==> config.mk <==
export PLATFORM = sky130hd
export DESIGN_NAME = light_mode_button_controller_top_flat
export DESIGN_NICKNAME = d
export VERILOG_FILES = /design/src/hw/rtl/lmbc_pkg.sv /design/src/hw/rtl/lmbc_in_if.sv /design/src/hw/rtl/lmbc_out_if.sv /design/src/hw/rtl/lmbc_cfg_regs.sv /design/src/hw/rtl/lmbc_core.sv /design/src/hw/rtl/light_mode_button_controller_top.sv /design/src/flat_wrapper.sv
export VERILOG_INCLUDE_DIRS = /design/src /design/src/hw/rtl
export SDC_FILE = /design/constraint.sdc
export NUM_CORES = 1
export LEC_CHECK = 0
export BUFFER_PORTS_ARGS = -buffer_cell sky130_fd_sc_hd__buf_4
export CORE_ASPECT_RATIO = 0.9
export CORE_MARGIN = 5
export CORE_UTILIZATION = 57
export CTS_CLUSTER_SIZE = 14
export DETAILED_ROUTE_END_ITERATION = 10
export GPL_TIMING_DRIVEN = 0
export PLACE_DENSITY_LB_ADDON = 0.25
export SLEW_MARGIN = 20
export SYNTH_ARGS = -nofsm -noshare
export SYNTH_HDL_FRONTEND = slang
export SYNTH_SLANG_ARGS = --single-unit
==> constraint.sdc <==
create_clock -name i_clk -period 5 [get_ports i_clk]
set_input_delay 1.25 -clock i_clk [delete_from_list [all_inputs] [get_ports i_clk]]
set_output_delay 1.25 -clock i_clk [all_outputs]
set_load 0.005 [all_outputs]
==> src/hw/rtl/assert_macros.svh <==
// assertion macros used by the top-level rtl file
`ifndef ASSERT_MACROS_SVH
`define ASSERT_MACROS_SVH

// concurrent check on the rising clock edge, disabled while in reset
`define LMBC_ASSERT(label, prop, msg) \
    label: assert property (@(posedge i_clk) disable iff (!i_rst_n) prop) else $error(msg);

// implication check on the rising clock edge, disabled while in reset
`define LMBC_ASSERT_IMPL(label, cond, prop, msg) \
    label: assert property (@(posedge i_clk) disable iff (!i_rst_n) (cond) |-> (prop)) \
        else $error(msg);

`endif

==> src/hw/rtl/lmbc_pkg.sv <==
// types, constants and helper functions of the light mode button controller
package lmbc_pkg;

    localparam int PRESS_COUNT_BITS = 16;
    localparam int CFG_SHORT_W      = 16;
    localparam int TABLE_W          = 40;
    localparam int CMP_W            = (PRESS_COUNT_BITS > CFG_SHORT_W) ?
                                      PRESS_COUNT_BITS : CFG_SHORT_W;
    localparam int PADDR_W          = 6;
    localparam int PDATA_W          = 64;
    localparam int BRAKE_MODE_BIT   = 1;

    typedef logic [2:0] t_mode;

    localparam t_mode MODE_MIN_STEADY = 3'd0;
    localparam t_mode MODE_MAX_STEADY = 3'd1;
    localparam t_mode MODE_MIN_BRAKE  = 3'd2;
    localparam t_mode MODE_OFF_BRAKE  = 3'd3;
    localparam t_mode MODE_OFF        = 3'd4;

    localparam logic [PRESS_COUNT_BITS-1:0] PRESS_MAX = {PRESS_COUNT_BITS{1'b1}};
    localparam logic [7:0] FULL_DUTY = 8'hFF;

    typedef logic [2:0] t_reg_idx;

    localparam t_reg_idx REG_LONG_PRESS   = 3'd0;
    localparam t_reg_idx REG_TILT_IGNORE  = 3'd1;
    localparam t_reg_idx REG_TILT_RELEASE = 3'd2;
    localparam t_reg_idx REG_TILT_BRAKE   = 3'd3;
    localparam t_reg_idx REG_DUTY_LOW     = 3'd4;
    localparam t_reg_idx REG_DUTY_HIGH    = 3'd5;

    localparam logic [CFG_SHORT_W-1:0] RST_LONG_PRESS   = 16'd400;
    localparam logic [CFG_SHORT_W-1:0] RST_TILT_IGNORE  = 16'd16368;
    localparam logic [CFG_SHORT_W-1:0] RST_TILT_RELEASE = 16'd4096;
    localparam logic [CFG_SHORT_W-1:0] RST_TILT_BRAKE   = 16'd12032;
    localparam logic [TABLE_W-1:0]     RST_DUTY_TABLE   = 40'h00_0080_FF80;

    typedef struct packed {
        logic [CFG_SHORT_W-1:0] long_press_ticks;
        logic [CFG_SHORT_W-1:0] tilt_ignore_above;
        logic [CFG_SHORT_W-1:0] tilt_release_level;
        logic [CFG_SHORT_W-1:0] tilt_brake_level;
        logic [TABLE_W-1:0]     duty_low_table;
        logic [TABLE_W-1:0]     duty_high_table;
    } t_cfg;

    typedef struct packed {
        logic        button_down;
        logic        tilt_valid;
        logic [15:0] tilt_reading;
    } t_in_beat;

    typedef struct packed {
        t_mode      light_mode;
        logic [7:0] duty_low;
        logic [7:0] duty_high;
        logic       brake_on;
        logic       long_press_seen;
        logic       short_press_seen;
    } t_out_beat;

    function automatic t_mode next_mode(input t_mode m);
        t_mode r;
        case (m)
            MODE_MIN_STEADY: r = MODE_MAX_STEADY;
            MODE_MAX_STEADY: r = MODE_MIN_BRAKE;
            MODE_MIN_BRAKE:  r = MODE_OFF_BRAKE;
            default:         r = MODE_MIN_STEADY;
        endcase
        return r;
    endfunction

    function automatic logic [7:0] table_byte(input logic [TABLE_W-1:0] tbl, input t_mode m);
        logic [7:0] r;
        case (m)
            MODE_MIN_STEADY: r = tbl[7:0];
            MODE_MAX_STEADY: r = tbl[15:8];
            MODE_MIN_BRAKE:  r = tbl[23:16];
            MODE_OFF_BRAKE:  r = tbl[31:24];
            MODE_OFF:        r = tbl[39:32];
            default:         r = 8'd0;
        endcase
        return r;
    endfunction

endpackage

==> src/hw/rtl/lmbc_in_if.sv <==
// input channel interface carrying one tick beat
interface lmbc_in_if;
    logic               valid;
    logic               ready;
    lmbc_pkg::t_in_beat data;

    modport source (output valid, output data, input ready);
    modport sink   (input valid, input data, output ready);
endinterface

==> src/hw/rtl/lmbc_out_if.sv <==
// output channel interface carrying one result beat
interface lmbc_out_if;
    logic                valid;
    logic                ready;
    lmbc_pkg::t_out_beat data;

    modport source (output valid, output data, input ready);
    modport sink   (input valid, input data, output ready);
endinterface

==> src/hw/rtl/lmbc_cfg_regs.sv <==
// apb configuration registers
module lmbc_cfg_regs (
    input  logic                          i_clk,
    input  logic                          i_rst_n,
    input  logic                          psel,
    input  logic                          penable,
    input  logic                          pwrite,
    input  logic [lmbc_pkg::PADDR_W-1:0]  paddr,
    input  logic [lmbc_pkg::PDATA_W-1:0]  pwdata,
    output logic [lmbc_pkg::PDATA_W-1:0]  prdata,
    output logic                          pready,
    output lmbc_pkg::t_cfg                o_cfg
);

    lmbc_pkg::t_cfg     r_cfg;
    lmbc_pkg::t_reg_idx w_idx;
    logic               w_wr;

    assign w_idx  = paddr[lmbc_pkg::PADDR_W-1:3];
    assign w_wr   = psel && penable && pwrite;
    assign pready = 1'b1;
    assign o_cfg  = r_cfg;

    always_ff @(posedge i_clk) begin
        if (!i_rst_n) begin
            r_cfg.long_press_ticks   <= lmbc_pkg::RST_LONG_PRESS;
            r_cfg.tilt_ignore_above  <= lmbc_pkg::RST_TILT_IGNORE;
            r_cfg.tilt_release_level <= lmbc_pkg::RST_TILT_RELEASE;
            r_cfg.tilt_brake_level   <= lmbc_pkg::RST_TILT_BRAKE;
            r_cfg.duty_low_table     <= lmbc_pkg::RST_DUTY_TABLE;
            r_cfg.duty_high_table    <= lmbc_pkg::RST_DUTY_TABLE;
        end else if (w_wr) begin
            case (w_idx)
                lmbc_pkg::REG_LONG_PRESS: begin
                    r_cfg.long_press_ticks <= pwdata[lmbc_pkg::CFG_SHORT_W-1:0];
                end
                lmbc_pkg::REG_TILT_IGNORE: begin
                    r_cfg.tilt_ignore_above <= pwdata[lmbc_pkg::CFG_SHORT_W-1:0];
                end
                lmbc_pkg::REG_TILT_RELEASE: begin
                    r_cfg.tilt_release_level <= pwdata[lmbc_pkg::CFG_SHORT_W-1:0];
                end
                lmbc_pkg::REG_TILT_BRAKE: begin
                    r_cfg.tilt_brake_level <= pwdata[lmbc_pkg::CFG_SHORT_W-1:0];
                end
                lmbc_pkg::REG_DUTY_LOW: begin
                    r_cfg.duty_low_table <= pwdata[lmbc_pkg::TABLE_W-1:0];
                end
                lmbc_pkg::REG_DUTY_HIGH: begin
                    r_cfg.duty_high_table <= pwdata[lmbc_pkg::TABLE_W-1:0];
                end
                default: begin
                end
            endcase
        end
    end

    always_comb begin
        case (w_idx)
            lmbc_pkg::REG_LONG_PRESS:   prdata = lmbc_pkg::PDATA_W'(r_cfg.long_press_ticks);
            lmbc_pkg::REG_TILT_IGNORE:  prdata = lmbc_pkg::PDATA_W'(r_cfg.tilt_ignore_above);
            lmbc_pkg::REG_TILT_RELEASE: prdata = lmbc_pkg::PDATA_W'(r_cfg.tilt_release_level);
            lmbc_pkg::REG_TILT_BRAKE:   prdata = lmbc_pkg::PDATA_W'(r_cfg.tilt_brake_level);
            lmbc_pkg::REG_DUTY_LOW:     prdata = lmbc_pkg::PDATA_W'(r_cfg.duty_low_table);
            lmbc_pkg::REG_DUTY_HIGH:    prdata = lmbc_pkg::PDATA_W'(r_cfg.duty_high_table);
            default:                    prdata = '0;
        endcase
    end

endmodule

==> src/hw/rtl/lmbc_core.sv <==
// button, power, mode and brake state with the per-tick update and duty lookup
module lmbc_core (
    input  logic                i_clk,
    input  logic                i_rst_n,
    input  logic                i_en,
    input  lmbc_pkg::t_in_beat  i_beat,
    input  lmbc_pkg::t_cfg      i_cfg,
    output lmbc_pkg::t_out_beat o_beat
);

    logic [lmbc_pkg::PRESS_COUNT_BITS-1:0] r_press, n_press, w_press_inc;
    logic [1:0]                            r_rel, n_rel;
    lmbc_pkg::t_mode                       r_mode, n_mode, r_saved, n_saved;
    logic                                  r_brake, n_brake;
    logic                                  w_long, w_short, w_full;
    logic [lmbc_pkg::CMP_W-1:0]            w_lpt;

    assign w_press_inc = r_press + 1'b1;
    assign w_lpt       = lmbc_pkg::CMP_W'(i_cfg.long_press_ticks);

    always_comb begin
        n_press = r_press;
        n_rel   = r_rel;
        n_mode  = r_mode;
        n_saved = r_saved;
        n_brake = r_brake;
        w_long  = 1'b0;
        w_short = 1'b0;

        if (i_beat.button_down) begin
            n_rel = '0;
            if (r_press != lmbc_pkg::PRESS_MAX) begin
                n_press = w_press_inc;
                if (lmbc_pkg::CMP_W'(w_press_inc) == w_lpt) begin
                    w_long = 1'b1;
                    if (r_mode == lmbc_pkg::MODE_OFF) begin
                        n_mode = r_saved;
                    end else begin
                        n_saved = r_mode;
                        n_mode  = lmbc_pkg::MODE_OFF;
                    end
                end
            end
        end else if (r_press != '0) begin
            if (r_rel != '0) begin
                if (lmbc_pkg::CMP_W'(r_press) < w_lpt) begin
                    w_short = 1'b1;
                    if (r_mode != lmbc_pkg::MODE_OFF) begin
                        n_mode = lmbc_pkg::next_mode(r_mode);
                    end
                end
                n_press = '0;
                n_rel   = '0;
            end else begin
                n_rel = r_rel + 2'd1;
            end
        end

        if (i_beat.tilt_valid && (i_beat.tilt_reading <= i_cfg.tilt_ignore_above)) begin
            if (i_beat.tilt_reading > i_cfg.tilt_release_level) begin
                if (i_beat.tilt_reading > i_cfg.tilt_brake_level) begin
                    n_brake = 1'b1;
                end
            end else begin
                n_brake = 1'b0;
            end
        end

        w_full = n_mode[lmbc_pkg::BRAKE_MODE_BIT] && n_brake;

        o_beat.light_mode       = n_mode;
        o_beat.duty_low         = w_full ? lmbc_pkg::FULL_DUTY :
                                  lmbc_pkg::table_byte(i_cfg.duty_low_table, n_mode);
        o_beat.duty_high        = w_full ? lmbc_pkg::FULL_DUTY :
                                  lmbc_pkg::table_byte(i_cfg.duty_high_table, n_mode);
        o_beat.brake_on         = n_brake;
        o_beat.long_press_seen  = w_long;
        o_beat.short_press_seen = w_short;
    end

    always_ff @(posedge i_clk) begin
        if (!i_rst_n) begin
            r_press <= '0;
            r_rel   <= '0;
            r_mode  <= lmbc_pkg::MODE_OFF;
            r_saved <= lmbc_pkg::MODE_MIN_STEADY;
            r_brake <= 1'b0;
        end else if (i_en) begin
            r_press <= n_press;
            r_rel   <= n_rel;
            r_mode  <= n_mode;
            r_saved <= n_saved;
            r_brake <= n_brake;
        end
    end

endmodule

==> src/hw/rtl/light_mode_button_controller_top.sv <==
// light mode button controller: one result beat for each tick beat
//
// i_in carries one tick per beat (button level, tilt valid and tilt reading);
// o_out returns one beat per tick with mode, duty bytes, brake flag and the
// long and short press strobes. the apb port (psel ... pready) holds the
// press threshold, tilt limits and duty tables at byte address 8*index;
// pready is always high and writes land in the access cycle.
// a tick is captured in an input register; the state update and duty lookup
// run on it and land in the output register once that register can take a
// beat, one beat per cycle sustained while o_out.ready stays high.
// a stalled output holds its beat; the input register still takes one more
// tick, after which i_in.ready drops until o_out.ready returns.
// synchronous reset empties both registers, turns the light off, sets the
// remembered mode to min steady, clears brake and press counters and loads
// the register defaults.
`include "assert_macros.svh"

module light_mode_button_controller_top (
    input  logic                          i_clk,
    input  logic                          i_rst_n,
    lmbc_in_if.sink                       i_in,
    lmbc_out_if.source                    o_out,
    input  logic                          psel,
    input  logic                          penable,
    input  logic                          pwrite,
    input  logic [lmbc_pkg::PADDR_W-1:0]  paddr,
    input  logic [lmbc_pkg::PDATA_W-1:0]  pwdata,
    output logic [lmbc_pkg::PDATA_W-1:0]  prdata,
    output logic                          pready
);

    lmbc_pkg::t_cfg      w_cfg;
    lmbc_pkg::t_in_beat  r_in_data;
    logic                r_in_valid;
    lmbc_pkg::t_out_beat r_out_data, w_result;
    logic                r_out_valid;
    logic                w_adv;

    assign w_adv       = r_in_valid && (!r_out_valid || o_out.ready);
    assign i_in.ready  = !r_in_valid || w_adv;
    assign o_out.valid = r_out_valid;
    assign o_out.data  = r_out_data;

    lmbc_cfg_regs u_cfg (
        .i_clk   (i_clk),
        .i_rst_n (i_rst_n),
        .psel    (psel),
        .penable (penable),
        .pwrite  (pwrite),
        .paddr   (paddr),
        .pwdata  (pwdata),
        .prdata  (prdata),
        .pready  (pready),
        .o_cfg   (w_cfg)
    );

    lmbc_core u_core (
        .i_clk   (i_clk),
        .i_rst_n (i_rst_n),
        .i_en    (w_adv),
        .i_beat  (r_in_data),
        .i_cfg   (w_cfg),
        .o_beat  (w_result)
    );

    always_ff @(posedge i_clk) begin
        if (!i_rst_n) begin
            r_in_valid <= 1'b0;
        end else if (i_in.valid && i_in.ready) begin
            r_in_valid <= 1'b1;
        end else if (w_adv) begin
            r_in_valid <= 1'b0;
        end
    end

    always_ff @(posedge i_clk) begin
        if (i_in.valid && i_in.ready) begin
            r_in_data <= i_in.data;
        end
    end

    always_ff @(posedge i_clk) begin
        if (!i_rst_n) begin
            r_out_valid <= 1'b0;
        end else if (w_adv) begin
            r_out_valid <= 1'b1;
        end else if (o_out.ready) begin
            r_out_valid <= 1'b0;
        end
    end

    always_ff @(posedge i_clk) begin
        if (w_adv) begin
            r_out_data <= w_result;
        end
    end

    `LMBC_ASSERT_IMPL(a_press_excl, r_out_valid, !(r_out_data.long_press_seen && r_out_data.short_press_seen), "long and short press in one beat")
    `LMBC_ASSERT_IMPL(a_mode_range, r_out_valid, r_out_data.light_mode <= lmbc_pkg::MODE_OFF, "light mode out of range")
    `LMBC_ASSERT_IMPL(a_in_hold, r_in_valid && !w_adv, ##1 r_in_valid, "pending tick dropped")
    `LMBC_ASSERT_IMPL(a_out_hold, r_out_valid && !o_out.ready, ##1 (r_out_valid && $stable(r_out_data)), "stalled result changed")

endmodule
==> src/flat_wrapper.sv <==
// flat-port wrapper written by rule: the top's interface ports become plain ports
module light_mode_button_controller_top_flat 
  (i_clk, i_rst_n, psel, penable, pwrite, paddr, pwdata, prdata, pready, i_in_valid, i_in_data, i_in_ready, o_out_valid, o_out_data, o_out_ready);
  lmbc_in_if i_in_i ();
  lmbc_out_if o_out_i ();
  input  logic i_clk;
  input  logic i_rst_n;
  input  logic psel;
  input  logic penable;
  input  logic pwrite;
  input  logic [lmbc_pkg::PADDR_W-1:0] paddr;
  input  logic [lmbc_pkg::PDATA_W-1:0] pwdata;
  output logic [lmbc_pkg::PDATA_W-1:0] prdata;
  output logic pready;
  input wire logic [$bits(i_in_i.valid)-1:0] i_in_valid;
  input wire logic [$bits(i_in_i.data)-1:0] i_in_data;
  output wire logic [$bits(i_in_i.ready)-1:0] i_in_ready;
  output wire logic [$bits(o_out_i.valid)-1:0] o_out_valid;
  output wire logic [$bits(o_out_i.data)-1:0] o_out_data;
  input wire logic [$bits(o_out_i.ready)-1:0] o_out_ready;
  assign i_in_i.valid = i_in_valid;
  assign i_in_i.data = i_in_data;
  assign i_in_ready = i_in_i.ready;
  assign o_out_valid = o_out_i.valid;
  assign o_out_data = o_out_i.data;
  assign o_out_i.ready = o_out_ready;
  light_mode_button_controller_top u_core (.i_clk(i_clk), .i_rst_n(i_rst_n), .i_in(i_in_i), .o_out(o_out_i), .psel(psel), .penable(penable), .pwrite(pwrite), .paddr(paddr), .pwdata(pwdata), .prdata(prdata), .pready(pready));
endmodule
==> results_dict.tcl, run 1 <==
set metrics [dict create \
    cts_buffer_depth 3 \
    die_w_um 163.7 \
    cp-start-kind "flip-flop" \
    io_pins 184 \
    die_area_um2 24290 \
    maxCapViolations 0 \
    leakagePower_nw 5.729 \
    row_count 50 \
    grt_pass1_wl_mm 61.25 \
    cts_resized 0 \
    fillCellCount 1775 \
    dp_hpwl_mm 30.59 \
    finalSetupTns_ns 0 \
    path_clk_slew_ns 0.06 \
    rsz0062_at_grt "no" \
    firstDrtPassIters 6 \
    clock-sinks 211 \
    async_flop_share_pct 0 \
    vias 11800 \
    cp_slowest_cell "mux2i_1" \
    insertion_delay_ns 0.53 \
    run_status "finished clean" \
    crit_required_ns 5.23 \
    grt-ovfl-total 0 \
    drc_errors 0 \
    synth_seq_cells 211 \
    synthDominantCellAreaShare_pct 28.24 \
    yosysUniqueCellTypes 70 \
    cts_root_buf "clkbuf_16" \
    cpPeakStageDelay_ns 0.65 \
    path_cells "ha_1 -> nand3_1 -> buf_2 -> nor3_1 -> xnor2_1 -> nand3_2 -> nor4_4 -> mux2i_1 -> clkbuf_1 -> clkbuf_1 -> a21boi_0 -> o211ai_1 -> o2111ai_1" \
    worst_ep_arrival_time_ns 4.96 \
    synth_most_common_cell "nand2_1" \
    endpoint "u_core.o_out.data[8]" \
    power_mw 4.250 \
    yosysWarnings 0 \
    cts_setup_buffers 0 \
    startpoint "u_core.u_core.r_press[1]" \
    worstMarginPinSlew_ns 1.013 \
    ys_seq_area_share_pct 38.15 \
    grt_pass1_vias 11190 \
    grtUsageTotal_pct 32.13 \
    reg2reg_to "u_core.o_out.data[8]" \
    syn_area_per_cell_um2 8.292 \
    peakVddDrop_v 0.0002543 \
    ys_top_cells_by_count "nand2_1 (289), dfxtp_1 (171), a21boi_0 (122), inv_1 (107), clkbuf_1 (90)" \
    fp.dieH_um 148.4 \
    via_per_inst 6.066 \
    finalNetCount 1804 \
    crit_type "reg -> reg" \
    finalSetupViolations 0 \
    postCtsHoldBufs 0 \
    routed_wirelength_mm 40.16 \
    holdWs_ns 0.4804 \
    globalplace.congestion 1.018 \
    cts_buffers 24 \
    cts_tree "built" \
    ff2ff_setup_slack_ns 0.26 \
    netlist_area_um2 12120 \
    slew_headroom_pct 32.08 \
    endpoint_kind "flip-flop" \
    start_util_pct 58.02 \
    fmax_mhz 211.1 \
    routedWlPerCell_um 20.65 \
    r2r_start "u_core.u_core.r_press[1]" \
    synthFlopType "dfxtp_1" \
    min_path_type "reg -> reg" \
    synth_top_cell_by_area "dfxtp_1" \
    io_buffers 130 \
    cpMostUsedCell "clkbuf_1" \
    fin_crit_sh_pct 94.73 \
    diodes 0 \
    synth_area_leaders "dfxtp_1 (28%), edfxtp_1 (9.9%), nand2_1 (8.9%)" \
    drt-initial-drc-count 1445 \
    synth_edf_count 40 \
    fp.coreArea_um2 20900 \
    synthToLayoutAreaGrowth_pct 19.56 \
    powerDensity_nw_per_um2 293.2 \
    grt_max_degree 28 \
    ant_nets 0 \
    skew_ns 0.01049 \
    hold_viol_final 0 \
    path_max_fanout 10 \
    h-tree-depth 1 \
    reg2regPathDepth 13 \
    layout-drive-gt1-share_pct 14.29 \
    synthCells 1462 \
    period_minus_slack_ns 4.736 \
    antenna_found_initial 0 \
    slew_viol_final 0 \
]
[power by group]
part	switching, mW	internal, mW
Combinational	0.230	0.158
Clock	0.756	1.32
Sequential	0.0247	1.77
[layout make-up]
| cell class | instances | area [um2] | share of cell area, % |
|---|---|---|---|
| multi-input combinational | 1035 | 6573 | 45.35 |
| sequential | 211 | 4624 | 31.91 |
| timing repair buffer | 130 | 975.9 | 6.733 |
| clock buffer | 36 | 760.7 | 5.249 |
| buffer | 130 | 618.1 | 4.265 |
| inverter | 109 | 409.1 | 2.823 |
| tap | 286 | 357.8 | 2.469 |
| clock inverter | 8 | 175.2 | 1.209 |
[stage by stage]
stage	instance area, um2	cells	utilization, %	worst slack, ns
2_1_floorplan	12210	1485	-	1.399
3_3_place_gp	13540	1901	64.81	0.3336
3_5_place_dp	13550	1901	64.86	0.4207
4_1_cts	14490	1945	69.34	0.2797
5_1_grt	14490	1945	69.37	0.04736
6_report	14490	1945	69.37	0.2637
[worst max-delay path, delay by kind of cell (launching register included)]
kind	cells	cell delay (ns)
simple gates	4	1.07
compound gates	3	0.76
mux	1	0.65
buf+inv	3	0.97
xor+xnor	1	0.19
fa+ha+maj	1	0.30
flops	1	0.48
[cell usage in the layout (no fill, tap or decap), types with 11 or more instances in the layout]
cell type	instances
buf_4	157
a21oi_1	39
conb_1	25
o2111ai_1	16
nor2b_1	19
o211ai_1	72
and2_1	16
clkbuf_1	95
a21boi_0	122
o21ai_0	36
nor3_1	22
buf_2	11
ha_1	68
and3_1	40
xnor2_1	11
nor2_1	24
nand4_1	17
nand2_1	289
nand3_1	29
nor4_1	12
clkbuf_16	28
a22oi_1	50
a22o_1	24
edfxtp_1	40
dfxtp_1	171
inv_1	106
[sequential cells by signal (all words and copies together) (netlist names)]
register               cells
u_core.u_cfg.o_cfg       144
u_core.o_out.data         22
u_core.r_in_data          18
u_core.u_core.r_press     16
u_core.u_core.r_mode       3
u_core.u_core.r_saved      3
u_core.u_core.r_rel        2
u_core.o_out.valid         1
u_core.r_in_valid          1
u_core.u_core.r_brake      1
[per-layer routing]
| metal | GRT usage (%) | share of wire, % | wire [um] | vias to the layer above |
|---|---|---|---|---|
| met4 | 12.54 | 4.7 | 1889 | 0 |
| met5 | 0 | 0 | 0 | - |
| met1 | 43.09 | 40 | 15940 | 5476 |
| li1 | - | - | - | 5498 |
| met3 | 9.643 | 12 | 4819 | 146 |
| met2 | 48.82 | 44 | 17510 | 678 |
[kinds of logic (layout without fill, tap and decap cells)]
logic type,Yosys count,in the layout,synth area share [%]
AND/OR/NAND/NOR,514,514,20.46
buffers and inverters,239,413,8.473
multiplexers,2,2,0.1755
flip-flops,211,211,38.15
XOR/XNOR,17,17,1.228
adder cells (fa/ha/maj),68,68,7.018
other,2,25,0.06195
AO/OA/AOI/OAI,409,409,24.44
[worst min-delay path by stage]
stage,slack (ns),depth (start not counted),to,startpoint
3_3_place_gp,0.46,2,u_core.u_core.r_saved[2],u_core.u_core.r_saved[2]
3_5_place_dp,0.47,2,u_core.u_core.r_saved[2],u_core.u_core.r_saved[2]
6_report,0.48,2,u_core.u_core.r_saved[2],u_core.u_core.r_saved[2]
4_1_cts,0.48,2,u_core.u_core.r_saved[2],u_core.u_core.r_saved[2]
2_1_floorplan,0.43,2,u_core.u_core.r_saved[2],u_core.u_core.r_saved[2]
5_1_grt,0.50,2,u_core.u_cfg.o_cfg[56],u_core.u_cfg.o_cfg[56]
No activity file was read; power rests on OpenSTA's default activity.
==> run 2: changes to the inputs <==
- CORE_UTILIZATION: 57 -> 58
==> results_dict.tcl, run 2 (same netlist as run 1, synthesis figures left out) <==
set metrics [dict create \
    top_layer_used "met4" \
    postCtsHoldBufs 0 \
    firstDrtPassIters 5 \
    drt-initial-drc-count 1463 \
    powerDensity_nw_per_um2 270.6 \
    clock-sinks 211 \
    period_minus_slack_ns 4.683 \
    pre_cts_ws_ns 0.3981 \
    cts_tree "built" \
    fin_crit_sh_pct 93.66 \
    cts_buffers 23 \
    worst_ep_arrival_time_ns 4.90 \
    wl_met2_mm 17.91 \
    final_common_cell "nand2_1" \
    crit_required_ns 5.22 \
    run_status "finished clean" \
    row_count 50 \
    die_w_um 162.4 \
    post_dp_cell_area_um2 13560 \
    path_clk_slew_ns 0.06 \
    maxCapViolations 0 \
    dp_cells 1901 \
    largest_reg_flops 144 \
    antenna_found_initial 0 \
    peakVddDrop_v 0.0002709 \
    endpoint_kind "flip-flop" \
    diodes 0 \
    finalNetCount 1803 \
    path_max_fanout 10 \
    ant_nets 0 \
    fp.coreArea_um2 20710 \
    cts_buffer_depth 3 \
    routed_wirelength_mm 40.76 \
    slew_headroom_pct 26.95 \
    cp-start-kind "flip-flop" \
    rsz0062_at_grt "no" \
    final_cell_mix "nand2_1 (289), dfxtp_1 (171), buf_4 (157)" \
    fin_ws_ns 0.3168 \
    routedWlPerCell_um 21.02 \
    grt_pass1_vias 11150 \
    grt_pass1_wl_mm 62.11 \
    start_util_pct 58.54 \
    drc_errors 0 \
    slew_viol_final 0 \
    hold_viol_final 0 \
    wl_met1_mm 16.45 \
    grtUsageTotal_pct 32.95 \
    grt-ovfl-total 0 \
    layout-drive-gt1-share_pct 14.22 \
    leakagePower_nw 5.646 \
    insertion_delay_ns 0.54 \
    grt_max_degree 28 \
    cts_root_buf "clkbuf_16" \
    via_per_inst 6.112 \
    vias 11850 \
    fillCellCount 1705 \
    dp_hpwl_mm 31.05 \
    h-tree-depth 1 \
    holdPathStages 2 \
    route.met3.wl_mm 4.914 \
    die_area_um2 23900 \
    fmax_mhz 213.5 \
    finalSetupTns_ns 0 \
    worstMarginPinSlew_ns 1.095 \
    skew_ns 0.02669 \
    globalplace.congestion 0.9844 \
    synthToLayoutAreaGrowth_pct 17.93 \
    io_buffers 130 \
    power_mw 3.869 \
    min_path_type "reg -> reg" \
    fp.dieH_um 147.2 \
    io_pins 184 \
    finalInstanceArea_um2 14300 \
    finalSetupViolations 0 \
    reg2regPathDepth 13 \
    fin_cells 1939 \
    crit_type "reg -> reg" \
]
run 2: worst max-delay path: stages, from the launching register on:
cell       delay (ns)
dfxtp_1          0.53
inv_1            0.08
ha_1             0.27
nor2b_1          0.13
o2111ai_1        0.18
nor4b_1          0.37
o311ai_1         0.36
or4b_2           0.73
nand3_1          0.28
clkbuf_1         0.37
buf_2            0.28
a21boi_0         0.12
o211ai_1         0.44
o2111ai_1        0.23
run 2: path summary, 6_finish.rpt:
check / start / end / slack (ns)
max reg2reg: u_core.u_cfg.o_cfg[129] / u_core.o_out.data[7] / 0.32
min: u_core.u_cfg.o_cfg[31] / u_core.u_cfg.o_cfg[31] / 0.48
min reg2reg: u_core.u_cfg.o_cfg[31] / u_core.u_cfg.o_cfg[31] / 0.48
max: u_core.u_cfg.o_cfg[129] / u_core.o_out.data[7] / 0.32
run 2: what timing repair did:
item / CTS / global route
buffers inserted: 0 / 0
setup endpoints to repair: 0 / 2
resized for setup: 0 / 1
run 2: per-stage QoR:
| stage | utilization [%] | hold slack, ns |
|---|---|---|
| 5_1_grt | 69.04 | 0.5008 |
| 6_report | 69.04 | 0.4844 |
| 3_3_place_gp | 65.40 | 0.4652 |
| 2_1_floorplan | - | 0.4291 |
| 3_5_place_dp | 65.47 | 0.4686 |
| 4_1_cts | 69.02 | 0.4788 |
run 2: layout make-up:
cell class,count,area (um2),share of cell area (%)
Timing Repair Buffer,130,975.9,6.827
Inverter,109,409.1,2.862
Tap cell,286,357.8,2.503
Buffer,130,618.1,4.323
Multi-Input combinational cell,1035,6576,46.00
Clock buffer,30,651.9,4.560
Clock inverter,8,82.58,0.5776
Sequential cell,211,4624,32.35
run 2: layer usage:
layer  vias to the layer above  global-route usage (%)
met5                         -                       0
met4                         0                   10.87
li1                       5481                       -
met3                       112                   8.668
met2                       696                   50.98
met1                      5563                   45.04
run 2: power breakdown:
group / leakage (nW) / switching (mW) / total (mW) / internal [mW]
Combinational: 3.53 / 0.232 / 0.391 / 0.158
Sequential: 1.76 / 0.0246 / 1.79 / 1.77
Clock: 0.361 / 0.718 / 1.69 / 0.969
